--- src/hdl/assert_macros.svh ---
// Assertion macros shared by the RTL, empty when synthesized.
`ifndef ASSERT_MACROS_SVH
`define ASSERT_MACROS_SVH

`ifndef SYNTHESIS

// Same-cycle implication, sampled on the rising clock edge, off during reset.
`define ASSERT_IMPLIES(label, clk, rst_n, ante, cons) \
  label: assert property (@(posedge clk) disable iff (!rst_n) (ante) |-> (cons)) \
    else $error("assertion failed: same-cycle implication");

// Next-cycle implication, sampled on the rising clock edge, off during reset.
`define ASSERT_NEXT(label, clk, rst_n, ante, cons) \
  label: assert property (@(posedge clk) disable iff (!rst_n) (ante) |=> (cons)) \
    else $error("assertion failed: next-cycle implication");

`else

`define ASSERT_IMPLIES(label, clk, rst_n, ante, cons)
`define ASSERT_NEXT(label, clk, rst_n, ante, cons)

`endif

`endif

--- src/hdl/deq_pkg.sv ---
// Shared constants, types and ring-index helper of the double-ended queue.
package deq_pkg;

  localparam int DEPTH  = 16;
  localparam int DATA_W = 32;
  localparam int IDX_W  = $clog2(DEPTH);
  localparam int CNT_W  = $clog2(DEPTH + 1);
  localparam int SUM_W  = CNT_W + 1;

  // Action codes of an input item
  localparam logic [2:0] ACT_PUSH_FRONT = 3'd0;
  localparam logic [2:0] ACT_PUSH_REAR  = 3'd1;
  localparam logic [2:0] ACT_POP_FRONT  = 3'd2;
  localparam logic [2:0] ACT_POP_REAR   = 3'd3;
  localparam logic [2:0] ACT_DUMP       = 3'd4;

  // Result status codes
  localparam logic [1:0] ST_OK        = 2'd0;
  localparam logic [1:0] ST_UNDERFLOW = 2'd1;
  localparam logic [1:0] ST_OVERFLOW  = 2'd2;
  localparam logic [1:0] ST_EMPTY     = 2'd3;

  // Datapath operations
  typedef logic [2:0] op_t;
  localparam op_t OP_NONE       = 3'd0;
  localparam op_t OP_FLAG       = 3'd1;
  localparam op_t OP_PUSH_FRONT = 3'd2;
  localparam op_t OP_PUSH_REAR  = 3'd3;
  localparam op_t OP_POP_FRONT  = 3'd4;
  localparam op_t OP_POP_REAR   = 3'd5;
  localparam op_t OP_DUMP_START = 3'd6;
  localparam op_t OP_DUMP_NEXT  = 3'd7;

  typedef struct packed {
    op_t        op;          // operation applied at this edge
    logic [1:0] status;      // status code for OP_FLAG
    logic       take_rdata;  // load result register from the store read port
    logic       dumping;     // a dump is in progress
  } cmd_t;

  typedef struct packed {
    logic empty;       // no entries stored
    logic full;        // DEPTH entries stored
    logic last_entry;  // dump offset points at the rear entry
  } sts_t;

  // Ring position head + offset, modulo DEPTH (offset never exceeds DEPTH).
  function automatic logic [IDX_W-1:0] slot(input logic [IDX_W-1:0] head,
                                            input logic [CNT_W-1:0] offset);
    logic [SUM_W-1:0] sum;
    sum = SUM_W'(head) + SUM_W'(offset);
    if (sum >= SUM_W'(DEPTH)) begin
      sum = sum - SUM_W'(DEPTH);
    end
    return sum[IDX_W-1:0];
  endfunction

endpackage

--- src/hdl/deq_ram.sv ---
// Generic single-write, single-read RAM with registered read data.
module deq_ram #(
  parameter int WIDTH = 32,
  parameter int DEPTH = 16
) (
  input  logic                     clk,
  input  logic                     we,
  input  logic [$clog2(DEPTH)-1:0] waddr,
  input  logic [WIDTH-1:0]         wdata,
  input  logic [$clog2(DEPTH)-1:0] raddr,
  output logic [WIDTH-1:0]         rdata
);

  logic [WIDTH-1:0] mem [DEPTH];

  always_ff @(posedge clk) begin
    if (we) begin
      mem[waddr] <= wdata;
    end
    rdata <= mem[raddr];
  end

endmodule

--- src/hdl/deq_ctrl.sv ---
// Controller state machine: handshakes and sequencing of queue operations.
module deq_ctrl (
  input  logic          clk,
  input  logic          rst_n,
  input  logic          in_valid,
  input  logic [2:0]    in_action,
  output logic          in_ready,
  output logic          out_valid,
  input  logic          out_ready,
  input  deq_pkg::sts_t sts,
  output deq_pkg::cmd_t cmd
);

  localparam logic [1:0] S_IDLE = 2'd0;
  localparam logic [1:0] S_READ = 2'd1;
  localparam logic [1:0] S_OUT  = 2'd2;

  logic [1:0] st_r, st_nxt;
  logic       dump_r, dump_nxt;

  assign in_ready  = (st_r == S_IDLE);
  assign out_valid = (st_r == S_OUT);

  always_comb begin
    st_nxt         = st_r;
    dump_nxt       = dump_r;
    cmd.op         = deq_pkg::OP_NONE;
    cmd.status     = deq_pkg::ST_OK;
    cmd.take_rdata = 1'b0;
    cmd.dumping    = dump_r;
    case (st_r)
      S_IDLE: begin
        if (in_valid) begin
          case (in_action)
            deq_pkg::ACT_PUSH_FRONT, deq_pkg::ACT_PUSH_REAR: begin
              if (sts.full) begin
                cmd.op     = deq_pkg::OP_FLAG;
                cmd.status = deq_pkg::ST_OVERFLOW;
              end else if (in_action == deq_pkg::ACT_PUSH_FRONT) begin
                cmd.op = deq_pkg::OP_PUSH_FRONT;
              end else begin
                cmd.op = deq_pkg::OP_PUSH_REAR;
              end
              st_nxt = S_OUT;
            end
            deq_pkg::ACT_POP_FRONT, deq_pkg::ACT_POP_REAR: begin
              if (sts.empty) begin
                cmd.op     = deq_pkg::OP_FLAG;
                cmd.status = deq_pkg::ST_UNDERFLOW;
                st_nxt     = S_OUT;
              end else begin
                cmd.op = (in_action == deq_pkg::ACT_POP_FRONT) ?
                         deq_pkg::OP_POP_FRONT : deq_pkg::OP_POP_REAR;
                st_nxt = S_READ;
              end
            end
            deq_pkg::ACT_DUMP: begin
              if (sts.empty) begin
                cmd.op     = deq_pkg::OP_FLAG;
                cmd.status = deq_pkg::ST_EMPTY;
                st_nxt     = S_OUT;
              end else begin
                cmd.op   = deq_pkg::OP_DUMP_START;
                dump_nxt = 1'b1;
                st_nxt   = S_READ;
              end
            end
            default: begin
              // unknown action: drop the item without a result
            end
          endcase
        end
      end
      S_READ: begin
        cmd.take_rdata = 1'b1;
        st_nxt         = S_OUT;
      end
      S_OUT: begin
        if (out_ready) begin
          if (dump_r && !sts.last_entry) begin
            cmd.op = deq_pkg::OP_DUMP_NEXT;
            st_nxt = S_READ;
          end else begin
            dump_nxt = 1'b0;
            st_nxt   = S_IDLE;
          end
        end
      end
      default: begin
        st_nxt   = S_IDLE;
        dump_nxt = 1'b0;
      end
    endcase
  end

  always_ff @(posedge clk) begin
    if (!rst_n) begin
      st_r   <= S_IDLE;
      dump_r <= 1'b0;
    end else begin
      st_r   <= st_nxt;
      dump_r <= dump_nxt;
    end
  end

endmodule

--- src/hdl/deq_dpath.sv ---
// Datapath: ring store, head, count, dump offset and result register.
module deq_dpath (
  input  logic                        clk,
  input  logic                        rst_n,
  input  logic [deq_pkg::DATA_W-1:0]  in_value,
  input  deq_pkg::cmd_t               cmd,
  output deq_pkg::sts_t               sts,
  output logic [1:0]                  out_status,
  output logic [deq_pkg::DATA_W-1:0]  out_element,
  output logic                        out_last
);

  logic [deq_pkg::IDX_W-1:0]  head_r, head_nxt;
  logic [deq_pkg::CNT_W-1:0]  count_r, count_nxt;
  logic [deq_pkg::IDX_W-1:0]  off_r, off_nxt;
  logic [deq_pkg::IDX_W-1:0]  head_dec;
  logic [deq_pkg::CNT_W-1:0]  off_inc;
  logic [deq_pkg::CNT_W-1:0]  rd_off;
  logic [deq_pkg::IDX_W-1:0]  raddr, waddr;
  logic                       we;
  logic [deq_pkg::DATA_W-1:0] rdata;
  logic [1:0]                 status_r, status_nxt;
  logic [deq_pkg::DATA_W-1:0] element_r, element_nxt;
  logic                       last_r, last_nxt;

  assign head_dec = (head_r == '0) ? deq_pkg::IDX_W'(deq_pkg::DEPTH - 1) : head_r - 1'b1;
  assign off_inc  = deq_pkg::CNT_W'(off_r) + deq_pkg::CNT_W'(1);

  assign sts.empty      = (count_r == '0);
  assign sts.full       = (count_r == deq_pkg::CNT_W'(deq_pkg::DEPTH));
  assign sts.last_entry = (off_inc == count_r);

  always_comb begin
    head_nxt    = head_r;
    count_nxt   = count_r;
    off_nxt     = off_r;
    we          = 1'b0;
    waddr       = head_dec;
    rd_off      = '0;
    status_nxt  = status_r;
    element_nxt = element_r;
    last_nxt    = last_r;
    case (cmd.op)
      deq_pkg::OP_FLAG: begin
        status_nxt  = cmd.status;
        element_nxt = '0;
        last_nxt    = 1'b1;
      end
      deq_pkg::OP_PUSH_FRONT: begin
        we          = 1'b1;
        waddr       = head_dec;
        head_nxt    = head_dec;
        count_nxt   = count_r + 1'b1;
        status_nxt  = deq_pkg::ST_OK;
        element_nxt = '0;
        last_nxt    = 1'b1;
      end
      deq_pkg::OP_PUSH_REAR: begin
        we          = 1'b1;
        waddr       = deq_pkg::slot(head_r, count_r);
        count_nxt   = count_r + 1'b1;
        status_nxt  = deq_pkg::ST_OK;
        element_nxt = '0;
        last_nxt    = 1'b1;
      end
      deq_pkg::OP_POP_FRONT: begin
        rd_off    = '0;
        head_nxt  = deq_pkg::slot(head_r, deq_pkg::CNT_W'(1));
        count_nxt = count_r - 1'b1;
      end
      deq_pkg::OP_POP_REAR: begin
        rd_off    = count_r - 1'b1;
        count_nxt = count_r - 1'b1;
      end
      deq_pkg::OP_DUMP_START: begin
        rd_off  = '0;
        off_nxt = '0;
      end
      deq_pkg::OP_DUMP_NEXT: begin
        rd_off  = off_inc;
        off_nxt = off_r + 1'b1;
      end
      default: begin
      end
    endcase
    if (cmd.take_rdata) begin
      status_nxt  = deq_pkg::ST_OK;
      element_nxt = rdata;
      last_nxt    = !cmd.dumping || sts.last_entry;
    end
  end

  assign raddr = deq_pkg::slot(head_r, rd_off);

  deq_ram #(
    .WIDTH(deq_pkg::DATA_W),
    .DEPTH(deq_pkg::DEPTH)
  ) u_store (
    .clk  (clk),
    .we   (we),
    .waddr(waddr),
    .wdata(in_value),
    .raddr(raddr),
    .rdata(rdata)
  );

  always_ff @(posedge clk) begin
    if (!rst_n) begin
      head_r  <= '0;
      count_r <= '0;
      off_r   <= '0;
    end else begin
      head_r  <= head_nxt;
      count_r <= count_nxt;
      off_r   <= off_nxt;
    end
  end

  always_ff @(posedge clk) begin
    status_r  <= status_nxt;
    element_r <= element_nxt;
    last_r    <= last_nxt;
  end

  assign out_status  = status_r;
  assign out_element = element_r;
  assign out_last    = last_r;

endmodule

--- src/hdl/double_ended_queue.sv ---
// Top level of the double-ended queue: controller, datapath and checks.
// Double-ended queue of signed 32-bit values in a ring store of deq_pkg::DEPTH
// entries (a single-write, registered-read RAM), tracked by a head index and
// an entry count. Each input item carries an action: push front, push rear,
// pop front, pop rear or dump. A push or pop gives one result with last set;
// a push into a full queue is dropped with overflow status, a pop from an
// empty queue returns underflow. A dump gives every entry from front to rear
// and sets last on the rear one; a dump of an empty queue gives one result
// with empty status. Action codes 5 to 7 are dropped without a result. One
// item is handled at a time: in_ready is high only while the block is idle.
// A push or a flagged item is accepted, then its result is held until taken;
// a pop adds a registered RAM read between acceptance and result; a dump
// costs one RAM read plus a result handshake for each entry. A stall on
// out_ready holds the result. After reset the queue is empty and the first
// item may be taken at once.
`include "assert_macros.svh"

module double_ended_queue (
  input  logic               clk,
  input  logic               rst_n,
  input  logic               in_valid,
  output logic               in_ready,
  input  logic [2:0]         in_action,
  input  logic signed [31:0] in_value,
  output logic               out_valid,
  input  logic               out_ready,
  output logic [1:0]         out_status,
  output logic signed [31:0] out_element,
  output logic               out_last
);

  deq_pkg::cmd_t cmd;
  deq_pkg::sts_t sts;
  logic [deq_pkg::DATA_W-1:0] element;

  // Sequence the handshakes and issue one datapath operation per edge
  deq_ctrl u_ctrl (
    .clk      (clk),
    .rst_n    (rst_n),
    .in_valid (in_valid),
    .in_action(in_action),
    .in_ready (in_ready),
    .out_valid(out_valid),
    .out_ready(out_ready),
    .sts      (sts),
    .cmd      (cmd)
  );

  // Hold the queue state and the result register
  deq_dpath u_dpath (
    .clk        (clk),
    .rst_n      (rst_n),
    .in_value   (in_value),
    .cmd        (cmd),
    .sts        (sts),
    .out_status (out_status),
    .out_element(element),
    .out_last   (out_last)
  );

  assign out_element = $signed(element);

  // Never take an item while a result is pending
  `ASSERT_IMPLIES(a_one_at_a_time, clk, rst_n, out_valid, !in_ready)

  // A RAM read is always followed by a result shown on the next edge
  `ASSERT_NEXT(a_read_shows, clk, rst_n, cmd.take_rdata, out_valid)

  // A successful push yields an ok result with last set and zero element
  `ASSERT_NEXT(a_push_ok, clk, rst_n,
    (cmd.op == deq_pkg::OP_PUSH_FRONT) || (cmd.op == deq_pkg::OP_PUSH_REAR),
    out_valid && (out_status == deq_pkg::ST_OK) && out_last && (out_element == '0))

  // Any non-ok result ends its item and carries no element
  `ASSERT_IMPLIES(a_flag_last, clk, rst_n,
    out_valid && (out_status != deq_pkg::ST_OK), out_last && (out_element == '0))

endmodule

--- config.mk ---
export PLATFORM = sky130hd
export DESIGN_NAME = double_ended_queue
export DESIGN_NICKNAME = d
export VERILOG_FILES = /design/src/hdl/deq_pkg.sv /design/src/hdl/deq_ram.sv /design/src/hdl/deq_ctrl.sv /design/src/hdl/deq_dpath.sv /design/src/hdl/double_ended_queue.sv
export VERILOG_INCLUDE_DIRS = /design/src /design/src/hdl
export SDC_FILE = /design/constraint.sdc
export NUM_CORES = 1
export LEC_CHECK = 0
export BUFFER_PORTS_ARGS = -buffer_cell sky130_fd_sc_hd__buf_4
export CORE_MARGIN = 3
export CORE_UTILIZATION = 55
export CTS_CLUSTER_SIZE = 28
export DETAILED_ROUTE_END_ITERATION = 10
export HOLD_SLACK_MARGIN = 0.1
export PLACE_DENSITY_LB_ADDON = 0.2
export SLEW_MARGIN = 15
export SYNTH_ARGS = -nofsm -noshare
export SYNTH_HDL_FRONTEND = slang
export SYNTH_HIERARCHICAL = 1
export SYNTH_SLANG_ARGS = --single-unit
--- constraint.sdc ---
create_clock -name clk -period 8.6 [get_ports clk]
set_clock_uncertainty 0.1 [all_clocks]
set_input_delay 1.72 -clock clk [delete_from_list [all_inputs] [get_ports clk]]
set_output_delay 1.72 -clock clk [all_outputs]
set_load 0.05 [all_outputs]
; After elaboration in Yosys (flattened, before gate mapping)
; Memory sizes are Yosys's and may differ from the RTL's. A register that Yosys moved wholly into a read port is not among the register bits.
; Cells that the tools add are included.
[op_classes]
addsub = 11
shift = 0
n_bitwise = 1
eq_ne = 21
n_mul = 0
n_div = 0
reduce_logical = 21
mux = 44
n_lt_le_gt_ge = 3
[ops]
columns = op, count
row1 = $mux W32, 2
row2 = $mux W4, 5
row3 = $pmux W5 S2, 2
row4 = $pmux W4 S2, 2
row5 = $sub A4 B1 Y4 const B, 4
row6 = $eq A3 B3 Y1 const B, 5
row7 = $mux W1, 15
row8 = $mux W3, 5
row9 = $pmux W5 S3, 1
row10 = $add A4 B5 Y6, 2
row11 = $eq A3 B2 Y1 const B, 4
row12 = $ge A6 B5 Y1 const B, 2
row13 = $mux W2, 6
row14 = $add A4 B1 Y5 const B, 2
row15 = $reduce_bool A2 Y1, 5
row16 = $pmux W2 S2, 2
row17 = $reduce_or A2 Y1, 4
row18 = $eq A3 B1 Y1 const B, 2
row19 = $ne A2 B2 Y1 const B, 3
row20 = $pmux W2 S3, 1
row21 = $pmux W3 S2, 1
row22 = $reduce_and A6 Y1, 1
row23 = $reduce_or A3 Y1, 2
row24 = $add A5 B1 Y5 const B, 1
row25 = other kinds (20), 22
[word_totals]
mem_bits_ro = 0
mem_bits_rw = 512
out_inout_bits = 37
n_memories = 1
latchBits = 0
register_bits = 51
wordCells = 110
[memory_table]
columns = name, words, word_bits, rd, rd_clocked_by_memory_dff, write_ports, line
row1 = u_dpath.u_store.mem, 16, 32, 1, 1, 1, deq_ram.sv:14  ; logic [WIDTH-1:0] mem [DEPTH];

; Longest topological paths before layout
[logic_depth]
word_depth = 12
depth_mapped = 21
depth_no_buf = 18

; Modules after synthesis
; The synthesis kept the hierarchy.
[modules_own_cells]
columns = module, cells_each, n_inst, area_each_um2
row1 = deq_ram, 838, 1, 19835.3
row2 = deq_dpath, 233, 1, 2531.2
row3 = deq_ctrl, 47, 1, 326.6

; Worst setup path after synthesis
; OpenSTA, ideal clock, no wires.
[synth_timing]
path_kind = input-to-reg
start = in in_action[2]
end = mem u_dpath.u_store.mem[0][0], enable pin
n_path_buf = 1
path_slack_ns = 2.045
path_stages = 11
t_arrival_ns = 5.994
setup_time_ns = 0.461
required_ns = 8.039
path_cell_list = buf_6 -> o21ai_1 -> nand3_2 -> o31ai_1 -> nand2b_2 -> clkinv_2 -> nand2_1 -> nand2_1 -> o21ai_0 -> or3b_2 -> nor3_1
[synth_lines]
columns = element, line
row1 = start: declaration, double_ended_queue.sv:23  ; input logic [2:0] in_action,
row2 = end: declaration, deq_ram.sv:14

==> results.py <==
metrics = {
    "yosys": {
        "syn_area_per_cell_sq_um": 20.3,
        "syn-num-nets": 1171,
        "yosysWarnings": 6,
        "ys_seq_area_share_pct": 76.5,
        "async_reset_ff_share_pct": 0,
        "ys_ff_latch": 595,
        "ys.flop_type": "edfxtp_1",
        "synth_edf_count": 545,
        "syn_inst": 1118,
        "yosysUniqueCellTypes": 57,
        "netlist_area_sq_um": 22700,
    },
    "routing": {
        "route.detailed.drc": 0,
        "wl_microns": 45300,
        "detail_route.wl_per_cell_microns": 25.3,
        "firstDrtPassIters": 5,
        "ant_nets": 0,
        "drt-vias-per-instance": 6.03,
        "dr_total_vias": 10800,
        "drt_first_iter_violations": 940,
    },
    "worst_hold_path": {
        "whs_path_depth": 2,
        "hp-class": "reg2reg",
    },
    "critical_path": {
        "ff2ff_path_depth": 14,
        "critPathRequiredTime_ps": 8760,
        "crit_type": "in2reg",
        "arrival_ps": 5740,
        "end_kind": "flop",
        "r2r_slack_ps": 3170,
        "r2r_end": "u_dpath/u_store/rdata[9]$_DFF_P_",
        "r2r_start": "u_dpath/off_r[0]$_SDFFE_PN0P_",
        "cp-endpoint": "u_dpath/u_store/mem[10][10]$_DFFE_PP_",
        "startpoint": "in_action[0]",
        "worstPathMaxFanout": 18,
        "crit_path_start_kind": "input pin",
    },
    "timing": {
        "rsz0062_at_grt": "false",
        "max_slew.worst_pin.slew_ps": 1180,
        "setup_tns_ps": 0,
        "relSlewSlack_pct": 21.2,
        "hold_viol": 0,
        "period_needed_ps": 5580,
        "maxSlewViolCount": 0,
        "fmax_mhz": 179,
        "post-route-period-util_pct": 64.9,
        "finalSetupViolCount": 0,
    },
    "cts": {
        "cts_buffer_depth": 3,
        "cts_setup_buffers": 0,
        "htree_levels": 2,
        "cts_tree": "built",
        "numCtsBuffers": 57,
        "post_cts_resize_count": 0,
        "clkLatencyLatePin_ps": 600,
        "holdBufCountCts": 0,
        "clock-sinks": 595,
        "path_clk_slew_ps": 60,
        "cts-root-buf": "clkbuf_16",
    },
    "layout": {
        "instances_no_fill": 1793,
        "fillers": 2686,
        "multi_input_area_sq_um": 5170,
        "final_common_cell": "edfxtp_1",
        "drive_above_1_share_pct": 27.1,
        "mostFrequentLayoutCells": "edfxtp_1, mux4_2, buf_4, a22oi_1, clkbuf_16",
        "syn_to_final_growth_pct": 14.4,
        "diodes": 0,
        "stdcell_area_sq_um": 26000,
        "seqCellArea_sq_um": 17400,
        "final_nets": 1272,
    },
    "flow_run": {
        "drv_cap": 0,
    },
    "power": {
        "p_seq_share_pct": 52.8,
        "p_per_area_nw_per_um2": 235,
        "p_switching_mw": 1.27,
        "p_total_mw": 6.11,
        "intPower_mw": 4.83,
        "ir_drop_mv": 0.159,
        "pwr-share-clk_pct": 41.2,
        "p_comb_share_pct": 6.1,
        "p_leak_nw": 8.35,
        "swShare_pct": 20.8,
    },
    "place": {
        "numPortBuffers": 75,
        "placed_area_sq_um": 24000,
        "dp_cells": 1683,
        "gp_congestion": 0.784,
        "hpwl_microns": 24200,
    },
    "global_route": {
        "grt_max_degree": 56,
        "grt-ovfl-total": 0,
        "grtUsageTotal_pct": 21.0,
        "grt_pass1_vias": 11100,
        "grt_pass1_wl_microns": 69200,
        "antenna_found_initial": 0,
    },
    "die": {
        "die_y_microns": 209,
        "core_area_sq_um": 40300,
        "rows": 73,
        "die_w_microns": 209,
        "ios": 76,
        "fp.dieArea_sq_um": 43700,
        "initial_core_util_pct": 56.3,
    },
    "outcome": {
        "status": "complete, no violations",
    },
}
-- logic make-up (layout without fill, tap and decap cells) --
group                      after synthesis  in the layout  synth area share [%]
AOI/OAI and AO/OA                      120            120                  3.74
xor gates and xnor gates                19             19                 0.733
adders and majority gates               15             15                 0.882
buffers and inverters                   67            217                  1.39
DFF                                    595            595                  76.5
muxes                                  131            131                  12.8
and+or+nand+nor                        171            171                  3.88
-- through the flow --
step                      worst slack (ps)  util (%)  hold WS [ps]
after floorplan                       2050         -           358
after global placement                2400      59.5           381
after detailed placement              2440      59.6           387
after CTS                             3070      64.3           401
after global routing                  2670      64.5           422
final                                 3020      64.5           392
-- how the worst min path moves through the flow --
stage	startpoint	end
after floorplan	u_dpath/off_r[1]$_SDFFE_PN0P_	u_dpath/off_r[1]$_SDFFE_PN0P_
after global placement	u_dpath/off_r[1]$_SDFFE_PN0P_	u_dpath/off_r[1]$_SDFFE_PN0P_
after detailed placement	u_dpath/out_status[1]$_SDFFE_PP0P_	u_dpath/out_status[1]$_SDFFE_PP0P_
after CTS	u_dpath/out_status[1]$_SDFFE_PP0P_	u_dpath/out_status[1]$_SDFFE_PP0P_
after global routing	u_dpath/u_store/rdata[29]$_DFF_P_	u_dpath/out_element[29]$_SDFFCE_PN0P_
final	u_dpath/out_status[1]$_SDFFE_PP0P_	u_dpath/out_status[1]$_SDFFE_PP0P_
-- cells in the mapped netlist, types with 2 or more instances --
master / number / area share, %
a211oi_1: 3 / 0.099
a21boi_0: 2 / 0.066
a21o_1: 4 / 0.13
a21oi_1: 11 / 0.24
a22oi_1: 67 / 2.2
a31oi_1: 2 / 0.055
a32oi_1: 2 / 0.077
and2_1: 38 / 1.0
and2b_1: 2 / 0.066
and3_1: 5 / 0.14
buf_1: 10 / 0.17
buf_2: 12 / 0.26
buf_4: 11 / 0.36
clkbuf_1: 22 / 0.36
dfxtp_1: 50 / 4.4
edfxtp_1: 545 / 72
fa_1: 2 / 0.18
ha_1: 12 / 0.66
inv_1: 9 / 0.15
mux2i_1: 3 / 0.13
mux4_2: 128 / 13
nand2_1: 48 / 0.79
nand2b_1: 4 / 0.11
nand3_1: 7 / 0.15
nand3b_1: 3 / 0.099
nand4b_1: 2 / 0.077
nor2_1: 35 / 0.58
nor2b_1: 7 / 0.19
nor3_1: 10 / 0.22
nor3b_2: 2 / 0.11
o21a_1: 3 / 0.099
o21ai_0: 11 / 0.24
o21ai_1: 4 / 0.088
o31ai_1: 2 / 0.066
xnor2_1: 11 / 0.42
xor2_1: 8 / 0.31
-- power by group through the flow --
stage / logic, mW / registers, mW / clock network, mW
floorplan: 0.211 / 3.31 / 0
global placement: 0.367 / 3.28 / 0
detailed placement: 0.374 / 3.28 / 0
CTS: 0.375 / 3.22 / 2.57
global route: 0.403 / 3.22 / 2.68
finish: 0.371 / 3.22 / 2.51
-- routing by layer --
layer	global-route usage, %	routed length (microns)	up-vias
li1	-	-	4765
met1	30.1	19300	5700
met2	34.7	22900	299
met3	3.83	2520	52
met4	4.69	657	0
met5	0	0	-
-- state kept, by name, indices dropped and copies added (netlist names) --
| signal | cells |
|---|---|
| u_dpath/head_r | 4 |
| u_dpath/out_element | 32 |
| u_ctrl/dump_r | 1 |
| u_dpath/out_status | 2 |
| u_dpath/u_store/rdata | 32 |
| u_dpath/count_r | 5 |
| u_dpath/off_r | 4 |
| u_ctrl/st_r | 2 |
| u_dpath/out_last | 1 |
| u_dpath/u_store/mem | 512 |
-- critical path, cell delays in order --
cell and delay (ps):
buf_4 130, nor3b_2 230, o211ai_2 120, o21ai_1 560, nand2b_2 300, clkinv_2 170, nand2_1 240, mux2i_1 690
nand2b_1 430, nor2_4 660, buf_4 470
-- final cells by class --
class | count | area share, %
well taps | 525 | 2.53
clock inverters | 33 | 1.32
repair buffers | 98 | 3.16
clock buffers | 75 | 6.03
multi-input cells | 456 | 19.9
inverters | 11 | 0.164
flip-flops and latches | 595 | 66.9
Note: power is estimated with default switching activity, not from simulation.
